$ cat config.mk
export PLATFORM = sky130hd
export DESIGN_NAME = elevator_order_queue
export DESIGN_NICKNAME = d
export VERILOG_FILES = /design/src/design/eoq_pkg.sv /design/src/design/eoq_ctrl.sv /design/src/design/eoq_datapath.sv /design/src/design/elevator_order_queue.sv
export SDC_FILE = /design/constraint.sdc
export NUM_CORES = 1
export LEC_CHECK = 0
export ABC_AREA = 1
export BUFFER_PORTS_ARGS = -buffer_cell sky130_fd_sc_hd__buf_4
export CORE_AREA = 5 5 87 89
export DETAILED_ROUTE_END_ITERATION = 7
export DIE_AREA = 0 0 92 94
export GPL_TIMING_DRIVEN = 0
export PLACE_DENSITY_LB_ADDON = 0.1
export SKIP_LAST_GASP = 1
export SLEW_MARGIN = 15
export SYNTH_ARGS = -nofsm -noshare
export SYNTH_HDL_FRONTEND = slang
export SYNTH_HIERARCHICAL = 1
export SYNTH_SLANG_ARGS = --single-unit
$ cat constraint.sdc
create_clock -name clk -period 7.4 [get_ports clk]
set_input_delay 1.48 -clock clk [delete_from_list [all_inputs] [get_ports clk]]
set_output_delay 1.48 -clock clk [all_outputs]
set_load 0.005 [all_outputs]
$ cat src/design/eoq_pkg.sv
// shared types and constants for the elevator order queue
package eoq_pkg;

    localparam int FLOORS = 4;
    localparam int CNT_W  = $clog2(FLOORS + 1);
    localparam int IDX_W  = $clog2(FLOORS);

    localparam logic [1:0] DIR_UP   = 2'd0;
    localparam logic [1:0] DIR_DOWN = 2'd2;

    localparam logic MODE_ADD = 1'b0;
    localparam logic MODE_POP = 1'b1;

    typedef enum logic [1:0] {
        ST_IDLE,
        ST_EXEC,
        ST_WALK,
        ST_DONE
    } ctrl_state_t;

    typedef struct packed {
        logic load;
        logic do_add;
        logic pop_clear;
        logic pop_start;
        logic pop_step;
        logic out_load;
    } dp_cmd_t;

    typedef struct packed {
        logic pop_mode;
        logic count_zero;
        logic count_one;
        logic walk_more;
    } dp_status_t;

endpackage

$ cat src/design/eoq_ctrl.sv
// controller state machine for the elevator order queue
module eoq_ctrl
(
    input  logic                clk,
    input  logic                rst_n,
    input  logic                s_valid,
    output logic                s_ready,
    output logic                m_valid,
    input  logic                m_ready,
    input  eoq_pkg::dp_status_t status,
    output eoq_pkg::dp_cmd_t    cmd
);

    eoq_pkg::ctrl_state_t state_reg;
    eoq_pkg::ctrl_state_t state_next;
    logic                 m_valid_reg;
    logic                 m_valid_next;

    always_ff @(posedge clk or negedge rst_n)
    begin
        if (!rst_n)
        begin
            state_reg   <= eoq_pkg::ST_IDLE;
            m_valid_reg <= 1'b0;
        end
        else
        begin
            state_reg   <= state_next;
            m_valid_reg <= m_valid_next;
        end
    end

    always_comb
    begin
        state_next = state_reg;
        cmd        = '0;
        s_ready    = 1'b0;
        case (state_reg)
            eoq_pkg::ST_IDLE:
            begin
                s_ready = 1'b1;
                if (s_valid)
                begin
                    cmd.load   = 1'b1;
                    state_next = eoq_pkg::ST_EXEC;
                end
            end
            eoq_pkg::ST_EXEC:
            begin
                if (!status.pop_mode)
                begin
                    cmd.do_add = 1'b1;
                    state_next = eoq_pkg::ST_DONE;
                end
                else if (status.count_zero)
                begin
                    state_next = eoq_pkg::ST_DONE;
                end
                else if (status.count_one)
                begin
                    cmd.pop_clear = 1'b1;
                    state_next    = eoq_pkg::ST_DONE;
                end
                else
                begin
                    cmd.pop_start = 1'b1;
                    state_next    = eoq_pkg::ST_WALK;
                end
            end
            eoq_pkg::ST_WALK:
            begin
                if (status.walk_more)
                begin
                    cmd.pop_step = 1'b1;
                end
                else
                begin
                    state_next = eoq_pkg::ST_DONE;
                end
            end
            eoq_pkg::ST_DONE:
            begin
                if (!m_valid_reg || m_ready)
                begin
                    cmd.out_load = 1'b1;
                    state_next   = eoq_pkg::ST_IDLE;
                end
            end
            default:
            begin
                state_next = eoq_pkg::ST_IDLE;
            end
        endcase
    end

    always_comb
    begin
        m_valid_next = m_valid_reg;
        if (cmd.out_load)
        begin
            m_valid_next = 1'b1;
        end
        else if (m_ready)
        begin
            m_valid_next = 1'b0;
        end
    end

    assign m_valid = m_valid_reg;

    a_accept_exec: assert property (@(posedge clk) disable iff (!rst_n)
        (state_reg == eoq_pkg::ST_IDLE && s_valid) |=> (state_reg == eoq_pkg::ST_EXEC))
        else $error("accepted request did not start execution");

    a_load_free: assert property (@(posedge clk) disable iff (!rst_n)
        cmd.out_load |-> (!m_valid_reg || m_ready))
        else $error("result overwritten before taken");

    a_load_valid: assert property (@(posedge clk) disable iff (!rst_n)
        cmd.out_load |=> m_valid_reg)
        else $error("loaded result not presented");

    a_walk_end: assert property (@(posedge clk) disable iff (!rst_n)
        (state_reg == eoq_pkg::ST_WALK && !status.walk_more) |=>
        (state_reg == eoq_pkg::ST_DONE))
        else $error("rebuild walk did not finish");

endmodule

$ cat src/design/eoq_datapath.sv
// order list, rebuild scratch and result register for the elevator order queue
module eoq_datapath
(
    input  logic                         clk,
    input  logic                         rst_n,
    input  eoq_pkg::dp_cmd_t             cmd,
    output eoq_pkg::dp_status_t          status,
    input  logic                         in_mode,
    input  logic [1:0]                   in_floor,
    input  logic [1:0]                   in_direction,
    input  logic [1:0]                   in_current,
    input  logic                         in_at,
    output logic                         out_head_valid,
    output logic [1:0]                   out_head_floor,
    output logic [1:0]                   out_head_direction,
    output logic [2:0]                   out_count
);

    logic                      mode_reg;
    logic [1:0]                floor_reg;
    logic [1:0]                dir_reg;
    logic [1:0]                cur_reg;
    logic                      at_reg;

    logic [1:0]                ent_floor_reg [eoq_pkg::FLOORS];
    logic [1:0]                ent_floor_next [eoq_pkg::FLOORS];
    logic [1:0]                ent_dir_reg [eoq_pkg::FLOORS];
    logic [1:0]                ent_dir_next [eoq_pkg::FLOORS];
    logic [1:0]                scr_floor_reg [eoq_pkg::FLOORS];
    logic [1:0]                scr_dir_reg [eoq_pkg::FLOORS];
    logic [eoq_pkg::CNT_W-1:0] count_reg;
    logic [eoq_pkg::CNT_W-1:0] count_next;
    logic [eoq_pkg::CNT_W-1:0] idx_reg;
    logic [eoq_pkg::CNT_W-1:0] idx_next;
    logic [eoq_pkg::CNT_W-1:0] n_reg;
    logic [eoq_pkg::CNT_W-1:0] n_next;

    logic                      head_valid_reg;
    logic [1:0]                head_floor_reg;
    logic [1:0]                head_dir_reg;
    logic [2:0]                out_count_reg;

    logic [1:0]                add_floor;
    logic [1:0]                add_dir;
    logic                      add_at;
    logic [eoq_pkg::FLOORS-1:0] match;
    logic [eoq_pkg::FLOORS-1:0] seen_before;
    logic                      has_match;
    logic                      on_way;
    logic [1:0]                head_fl;

    // request capture
    always_ff @(posedge clk)
    begin
        if (cmd.load)
        begin
            mode_reg  <= in_mode;
            floor_reg <= in_floor;
            dir_reg   <= in_direction;
            cur_reg   <= in_current;
            at_reg    <= in_at;
        end
    end

    always_comb
    begin
        add_floor = cmd.pop_step ? scr_floor_reg[idx_reg[eoq_pkg::IDX_W-1:0]] : floor_reg;
        add_dir   = cmd.pop_step ? scr_dir_reg[idx_reg[eoq_pkg::IDX_W-1:0]] : dir_reg;
        add_at    = cmd.pop_step ? 1'b1 : at_reg;
        head_fl   = ent_floor_reg[0];
        for (int k = 0; k < eoq_pkg::FLOORS; k++)
        begin
            match[k] = (eoq_pkg::CNT_W'(k) < count_reg) && (ent_floor_reg[k] == add_floor);
        end
        seen_before[0] = 1'b0;
        for (int k = 1; k < eoq_pkg::FLOORS; k++)
        begin
            seen_before[k] = seen_before[k-1] | match[k-1];
        end
        has_match = |match;
        on_way = (cur_reg < add_floor && add_floor < head_fl && add_dir != eoq_pkg::DIR_DOWN) ||
                 (cur_reg > add_floor && add_floor > head_fl && add_dir != eoq_pkg::DIR_UP) ||
                 (add_at && add_floor == cur_reg);
    end

    always_comb
    begin
        ent_floor_next = ent_floor_reg;
        ent_dir_next   = ent_dir_reg;
        count_next     = count_reg;
        idx_next       = idx_reg;
        n_next         = n_reg;
        if (cmd.do_add || cmd.pop_step)
        begin
            if (count_reg == '0)
            begin
                ent_floor_next[0] = add_floor;
                ent_dir_next[0]   = add_dir;
                count_next        = eoq_pkg::CNT_W'(1);
            end
            else if (on_way)
            begin
                // insert at head, drop the later order for the same floor
                ent_floor_next[0] = add_floor;
                ent_dir_next[0]   = add_dir;
                for (int k = 1; k < eoq_pkg::FLOORS; k++)
                begin
                    ent_floor_next[k] = seen_before[k] ? ent_floor_reg[k] : ent_floor_reg[k-1];
                    ent_dir_next[k]   = seen_before[k] ? ent_dir_reg[k] : ent_dir_reg[k-1];
                end
                if (!has_match)
                begin
                    count_next = count_reg + eoq_pkg::CNT_W'(1);
                end
            end
            else if (!has_match)
            begin
                ent_floor_next[count_reg[eoq_pkg::IDX_W-1:0]] = add_floor;
                ent_dir_next[count_reg[eoq_pkg::IDX_W-1:0]]   = add_dir;
                count_next = count_reg + eoq_pkg::CNT_W'(1);
            end
        end
        if (cmd.pop_step)
        begin
            idx_next = idx_reg + eoq_pkg::CNT_W'(1);
        end
        if (cmd.pop_clear)
        begin
            count_next = '0;
        end
        if (cmd.pop_start)
        begin
            ent_floor_next[0] = ent_floor_reg[1];
            ent_dir_next[0]   = ent_dir_reg[1];
            count_next        = eoq_pkg::CNT_W'(1);
            n_next            = count_reg;
            idx_next          = eoq_pkg::CNT_W'(2);
        end
    end

    always_ff @(posedge clk)
    begin
        ent_floor_reg <= ent_floor_next;
        ent_dir_reg   <= ent_dir_next;
        if (cmd.pop_start)
        begin
            scr_floor_reg <= ent_floor_reg;
            scr_dir_reg   <= ent_dir_reg;
        end
    end

    always_ff @(posedge clk or negedge rst_n)
    begin
        if (!rst_n)
        begin
            count_reg <= '0;
            idx_reg   <= '0;
            n_reg     <= '0;
        end
        else
        begin
            count_reg <= count_next;
            idx_reg   <= idx_next;
            n_reg     <= n_next;
        end
    end

    // result register
    always_ff @(posedge clk)
    begin
        if (cmd.out_load)
        begin
            head_valid_reg <= (count_reg != '0);
            head_floor_reg <= (count_reg != '0) ? ent_floor_reg[0] : 2'd0;
            head_dir_reg   <= (count_reg != '0) ? ent_dir_reg[0] : 2'd0;
            out_count_reg  <= 3'(count_reg);
        end
    end

    assign status.pop_mode   = (mode_reg == eoq_pkg::MODE_POP);
    assign status.count_zero = (count_reg == '0);
    assign status.count_one  = (count_reg == eoq_pkg::CNT_W'(1));
    assign status.walk_more  = (idx_reg < n_reg);

    assign out_head_valid     = head_valid_reg;
    assign out_head_floor     = head_floor_reg;
    assign out_head_direction = head_dir_reg;
    assign out_count          = out_count_reg;

    a_count_bound: assert property (@(posedge clk) disable iff (!rst_n)
        count_reg <= eoq_pkg::CNT_W'(eoq_pkg::FLOORS))
        else $error("order count beyond floor count");

    a_pop_start: assert property (@(posedge clk) disable iff (!rst_n)
        cmd.pop_start |=> (count_reg == eoq_pkg::CNT_W'(1)))
        else $error("rebuild did not start from one order");

    a_step_grow: assert property (@(posedge clk) disable iff (!rst_n)
        cmd.pop_step |=> (count_reg != '0 && count_reg <= n_reg))
        else $error("rebuild step gave bad count");

endmodule

$ cat src/design/elevator_order_queue.sv
// top level of the elevator order queue
// add request: after accept the order is inserted in EXEC, then the result is loaded from DONE
// pop request on a queue of at most one order: the queue is emptied in EXEC, then the result is loaded from DONE
// other pop request: EXEC starts a rebuild, WALK re-adds the remaining orders one by one, then DONE loads the result
// a new request is taken only in IDLE, once the previous result has gone into the output register
// reset: queue empty, no result pending
module elevator_order_queue
(
    input  logic       clk,
    input  logic       rst_n,
    input  logic       s_axis_tvalid,
    output logic       s_axis_tready,
    input  logic [7:0] s_axis_tdata,  // order_floor, order_direction, car_floor, at_floor, pad
    input  logic       s_axis_tuser,  // mode
    output logic       m_axis_tvalid,
    input  logic       m_axis_tready,
    output logic [7:0] m_axis_tdata   // head_valid, head_floor, head_direction, order_count
);

    eoq_pkg::dp_cmd_t    cmd;
    eoq_pkg::dp_status_t status;
    logic                head_valid;
    logic [1:0]          head_floor;
    logic [1:0]          head_direction;
    logic [2:0]          order_count;

    eoq_ctrl u_ctrl
    (
        .clk     (clk),
        .rst_n   (rst_n),
        .s_valid (s_axis_tvalid),
        .s_ready (s_axis_tready),
        .m_valid (m_axis_tvalid),
        .m_ready (m_axis_tready),
        .status  (status),
        .cmd     (cmd)
    );

    eoq_datapath u_datapath
    (
        .clk                (clk),
        .rst_n              (rst_n),
        .cmd                (cmd),
        .status             (status),
        .in_mode            (s_axis_tuser),
        .in_floor           (s_axis_tdata[1:0]),
        .in_direction       (s_axis_tdata[3:2]),
        .in_current         (s_axis_tdata[5:4]),
        .in_at              (s_axis_tdata[6]),
        .out_head_valid     (head_valid),
        .out_head_floor     (head_floor),
        .out_head_direction (head_direction),
        .out_count          (order_count)
    );

    assign m_axis_tdata = {order_count, head_direction, head_floor, head_valid};

endmodule
# Word level (Yosys, flattened, before mapping)
# Index checks and enable logic that the tools add are counted.
# totals
reg_bits	60
input_bits	13
wordCells	158
# classes
n_addsub	2
order_cmp	12
eq_ne	19
n_mux	60
bitwise_logic	5
n_reduce_logical	30
# op_table
op	n
$mux W8	6
$mux W2	23
$mux W3	8
$bwmux W8	2
$mux W1	15
$ne A2 B2 Y1 const B	7
$mux W6	2
$reduce_and A4 Y1	3
$eq A2 B2 Y1	5
$logic_and A1 B1 Y1	10
$bmux W2 S2	2
$ne A4 B4 Y1 const B	2
$pmux W2 S4	1
$reduce_bool A2 Y1	4
$add A3 B1 Y3 const B	2
$ge A3 B3 Y1 const B	2
$lt A1 B3 Y1 const A	2
$lt A2 B3 Y1 const A	2
$not A2 Y3	2
$reduce_bool A3 Y1	2
$demux W2 S2	1
$eq A2 B2 Y1 const B	2
$gt A2 B2 Y1	2
$logic_or A1 B1 Y1	4
14 further kinds	17

# Longest topological paths before layout
# logic_depth
depth_word	14
ltp_mapped	23

# By module
# Netlist, hierarchy kept.
# by_module_without_submodules
module	n_inst	cells_each	area_per_inst_um2	seq_area_each_um2
eoq_datapath	1	295	2946.6	1666.6
eoq_ctrl	1	40	286.5	75.1
elevator_order_queue	1	1	7.5	0.0

# Worst setup path before layout
# Ideal clock, no wire load.
# synth_path
path_type	register to register
startpoint	register u_datapath/idx_reg[1] in the netlist's numbering
endpoint	register u_datapath/ent_dir_reg[4] in the netlist's numbering (enable)
setup_time_ns	0.329
arrival_ns	2.923
required_ns	7.071
path_slack_ns	4.148
path_stages_with_launch	20
n_path_buf	1
period_less_slack_ns	3.252
path_cell_list	dfrtp_1 ha_1 a21o_1 a21oi_1 nand2_2 inv_2 inv_1 nand2_1 nand2_4 ha_1 nand2_1 nand2_1 nor3_1 nand2_2 nand3_4 inv_2 buf_6 nand2_2 nand3_2 nor2_1
# synth_rtl
element	line_no	source
start: declaration	eoq_datapath.sv:33	logic [eoq_pkg::CNT_W-1:0] idx_reg;
start signal: assignment	eoq_datapath.sv:163	idx_reg <= idx_next;
end signal: assignment	eoq_datapath.sv:144	ent_dir_reg <= ent_dir_next;
end: declaration	eoq_datapath.sv:27	logic [1:0] ent_dir_reg [eoq_pkg::FLOORS];

==> results by group <==
Status
  • Status: finished, final reports clean

GRT
  • Overflow after GRT: 0
  • First-pass GRT wire length: 11.4 mm
  • Largest net degree at the start of global routing: 17
  • Vias in the first global route: 2302
  • Global Route Usage Sum: 0.175
  • Initial antenna violation count: 0

Floorplanning
  • Die Span Y: 94 microns
  • Core area: 6680 sq um
  • # rows: 30
  • Initial Util: 0.485
  • I/O pins: 23
  • Die area: 8650 sq um
  • Die W: 92 microns

Yosys
  • Yosys warning count: 6
  • Mean Syn Cell Area: 9.64 sq um
  • Syn_nets: about 360
  • Synthesized area: 3240 sq um
  • Distinct cells, synth: 30
  • Gate Count Post-Synth: between 300 and 400
  • Synthesized flop and latch total: 60
  • Sequential area share after synthesis: 0.537

Critical path
  • Crit path buffers/inverters: 4
  • Critical Path RT: 7410 ps
  • Delay-heaviest family, CP: simple AND/OR/NAND/NOR gates
  • Crit path cell chain: ha_1 -> a21o_1 -> a21oi_1 -> nand2_2 -> inv_2 -> inv_1 -> nand2_1 -> nand2_4 -> ha_1 -> nand2_1 -> nand2_1 -> nor3_1 -> nand2_2 -> nand3_4 -> inv_2 -> buf_6 -> nand2_2 -> nand3_2 -> nor2_1
  • Crit. End Element: register
  • CP max stage cell: dfrtp_1
  • Worst EP arrival: 3830 ps
  • Startpoint types: register
  • Worst Path Class, Setup: register to register
  • Worst Path Max Fanout: 10
  • Crit-path max cell delay: 510 ps

Power
  • Combinational share of power: 0.503
  • PD cells: 472 nW/um^2
  • Sequential Power Share: 0.333
  • NetSw: 761 uW
  • Max VDD drop: 0.254 mV
  • Switch share: 0.435
  • Clock share of power: 0.164
  • Pleak: 1.64 nW
  • Pint: 991 uW

Hold path
  • Worst hold-check path type: register to register

Detailed routing
  • DRT iter0 DRCs: 200
  • Drt total wl: 6.94 mm
  • Antenna-violating nets left: 0
  • Drt first pass iters: 5
  • Vias post-DR: about 2400
  • DRC viols: 0
  • Avg WL per Cell: ~15 microns
  • DR vias/cell: 5.23

Clock network
  • Post_cts resized: 0
  • Setup Fix Bufs, Post-CTS: 0
  • Clock root cell: clkbuf_8
  • Cts hold-fix bufs: 0
  • Clk sinks: 60
  • Clock Pin Slew Worst Setup and Hold Paths: 70 ps
  • CTS tree: done
  • TritonCTS Buffers: 9
  • Insertion delay to the later sink of the worst-skew pair: 340 ps
  • H-tree depth: 3
  • CTS Buffer Depth: 2

Place
  • Placed insts: 438
  • Routability cong.: 0.878
  • Placed Area: 3520 sq um
  • Post-DP HPWL: 5.13 mm
  • Port buffer count: 21

STA
  • Worst Clk Skew: just over 5 ps
  • Hold slack final: 430 ps
  • Max-slew headroom at the worst pin: 0.631
  • Post-layout min period: 3820 ps
  • TNS Setup: 0 ps
  • Final setup fails: 0
  • RSZ-0062 raised after global routing: no
  • Final Max Tran Viols: 0
  • Worst slew pin tran: roughly 550 ps
  • Fin crit share: 0.516
  • Final Hold Viols: 0
  • Maximum clock rate: 262 MHz

Cells and area
  • Layout cells sized above 1: 0.227
  • Final instance area: 3710 sq um
  • Number of diodes: 0
  • Synthesis-to-finish area growth: 14.4%
  • Fin nets: 397
  • Post-route insts no fill: 454

Run
  • MaxCap Viol Count: 0
-- placed cells by master, fill, tap and decap left out --
master      count
a21o_1          1
a21oi_1         8
buf_4          25
buf_6           5
buf_8           1
bufinv_16       1
clkbuf_1        3
clkbuf_8        9
clkinv_1        2
clkinv_4        1
clkinvlp_4      3
dfrtp_1        12
edfxtp_1       48
ha_1           15
inv_1          43
inv_2           3
inv_4           1
nand2_1        64
nand2_2        10
nand2_4         3
nand3_1        32
nand3_2         7
nand3_4         1
nand3b_1        1
nand4_1         5
nor2_1         23
nor2_2          8
nor2_4          1
nor3_1          2
o21ai_0        21
o21ai_1         4
o21ai_2         3
o31ai_1         4
or2_2           3
xor2_1          1
-- area by class of cell --
cell class                 instances  area (sq um)
sequential                        60          1740
tap                               80           100
clock inverter                     6          65.1
inverter                          48           183
multi-input combinational        217          1220
clock buffer                      10           128
fill                             625          2970
buffer                            11          93.8
timing repair buffer              22           173
-- power by group through the flow --
| stage | sequential, mW | clock [mW] | combinational, mW |
|---|---|---|---|
| 2_1_floorplan | 0.566 | 0 | 0.667 |
| 3_3_place_gp | 0.589 | 0 | 0.859 |
| 3_5_place_dp | 0.589 | 0 | 0.875 |
| 4_1_cts | 0.583 | 0.296 | 0.881 |
| 5_1_grt | 0.595 | 0.309 | 1.00 |
| 6_report | 0.584 | 0.287 | 0.881 |
-- cells in the mapped netlist --
library cell | n | area share
inv_4 | 1 | 0.0019
nor2_1 | 24 | 0.028
inv_2 | 3 | 0.0035
dfrtp_1 | 12 | 0.093
nand2_1 | 64 | 0.074
nor3_1 | 2 | 0.0031
edfxtp_1 | 48 | 0.44
o21ai_1 | 4 | 0.0062
buf_4 | 4 | 0.0093
o31ai_1 | 4 | 0.0093
inv_1 | 43 | 0.050
nor2_4 | 1 | 0.0035
clkbuf_1 | 2 | 0.0023
ha_1 | 15 | 0.058
or2_2 | 3 | 0.0058
buf_6 | 5 | 0.017
a21oi_1 | 8 | 0.012
nor2_2 | 7 | 0.014
o21ai_2 | 3 | 0.0081
a21o_1 | 1 | 0.0023
nand3_2 | 7 | 0.022
nand3_4 | 1 | 0.0054
nand4_1 | 5 | 0.0097
nand2_4 | 3 | 0.010
nand3b_1 | 1 | 0.0023
nand3_1 | 32 | 0.049
o21ai_0 | 21 | 0.032
clkinv_1 | 1 | 0.0012
nand2_2 | 10 | 0.019
xor2_1 | 1 | 0.0027
-- path summary, 6_finish.rpt --
kind / start / endpoint / slack, ps / cells past startpoint
worst min-delay path: u_datapath/ent_dir_reg[1]$_DFFE_PP_ / u_datapath/scr_dir_reg[1]$_DFFE_PP_ / 430 / 0
worst max register to register: u_datapath/idx_reg[1]$_DFFE_PN0P_ / u_datapath/ent_dir_reg[3]$_DFFE_PP_ / 3580 / 19
worst max-delay path: u_datapath/idx_reg[1]$_DFFE_PN0P_ / u_datapath/ent_dir_reg[3]$_DFFE_PP_ / 3580 / 19
max in group asynchronous: rst_n / u_ctrl/state_reg[0]$_DFFE_PN0P_ / 6260 / 1
min in group asynchronous: rst_n / u_datapath/n_reg[0]$_DFFE_PN0P_ / 970 / 1
worst min register to register: u_datapath/ent_dir_reg[1]$_DFFE_PP_ / u_datapath/scr_dir_reg[1]$_DFFE_PP_ / 430 / 0
-- metrics by stage --
stage	utilization	worst slack, ps	total power [mW]
3_5_place_dp	0.526	3610	1.46
6_report	0.555	3580	1.75
3_3_place_gp	0.524	3430	1.45
5_1_grt	0.555	3290	1.90
4_1_cts	0.555	3570	1.76
2_1_floorplan	-	4150	1.23
-- per-layer routing --
| layer | GRT usage | wire [microns] | vias up | share of wire |
|---|---|---|---|---|
| met5 | 0 | 0 | - | 0 |
| met4 | 0.0817 | 78 | 0 | 0.011 |
| met3 | 0.0321 | 344 | 8 | 0.050 |
| met2 | 0.281 | 3350 | 64 | 0.48 |
| met1 | 0.230 | 3170 | 1118 | 0.46 |
| li1 | - | - | 1183 | - |
-- kinds of logic (layout without fill, tap and decap cells) --
| logic type | after synthesis | after routing | synth area share |
|---|---|---|---|
| flops | 60 | 60 | 0.537 |
| buf+inv | 59 | 97 | 0.0853 |
| compound gates | 41 | 41 | 0.0707 |
| xor+xnor | 1 | 1 | 0.00270 |
| simple gates | 160 | 160 | 0.246 |
| fa+ha+maj | 15 | 15 | 0.0579 |
-- worst reg2reg max path: stages (launching register included) --
cell and delay, ps:
dfrtp_1 510, ha_1 350, a21o_1 170, a21oi_1 200, nand2_2 70, inv_2 180, inv_1 170, nand2_1 210
nand2_4 120, ha_1 300, nand2_1 90, nand2_1 60, nor3_1 220, nand2_2 90, nand3_4 110, inv_2 50
buf_6 140, nand2_2 60, nand3_2 100, nor2_1 280
Power figures use the tool's default switching activity.
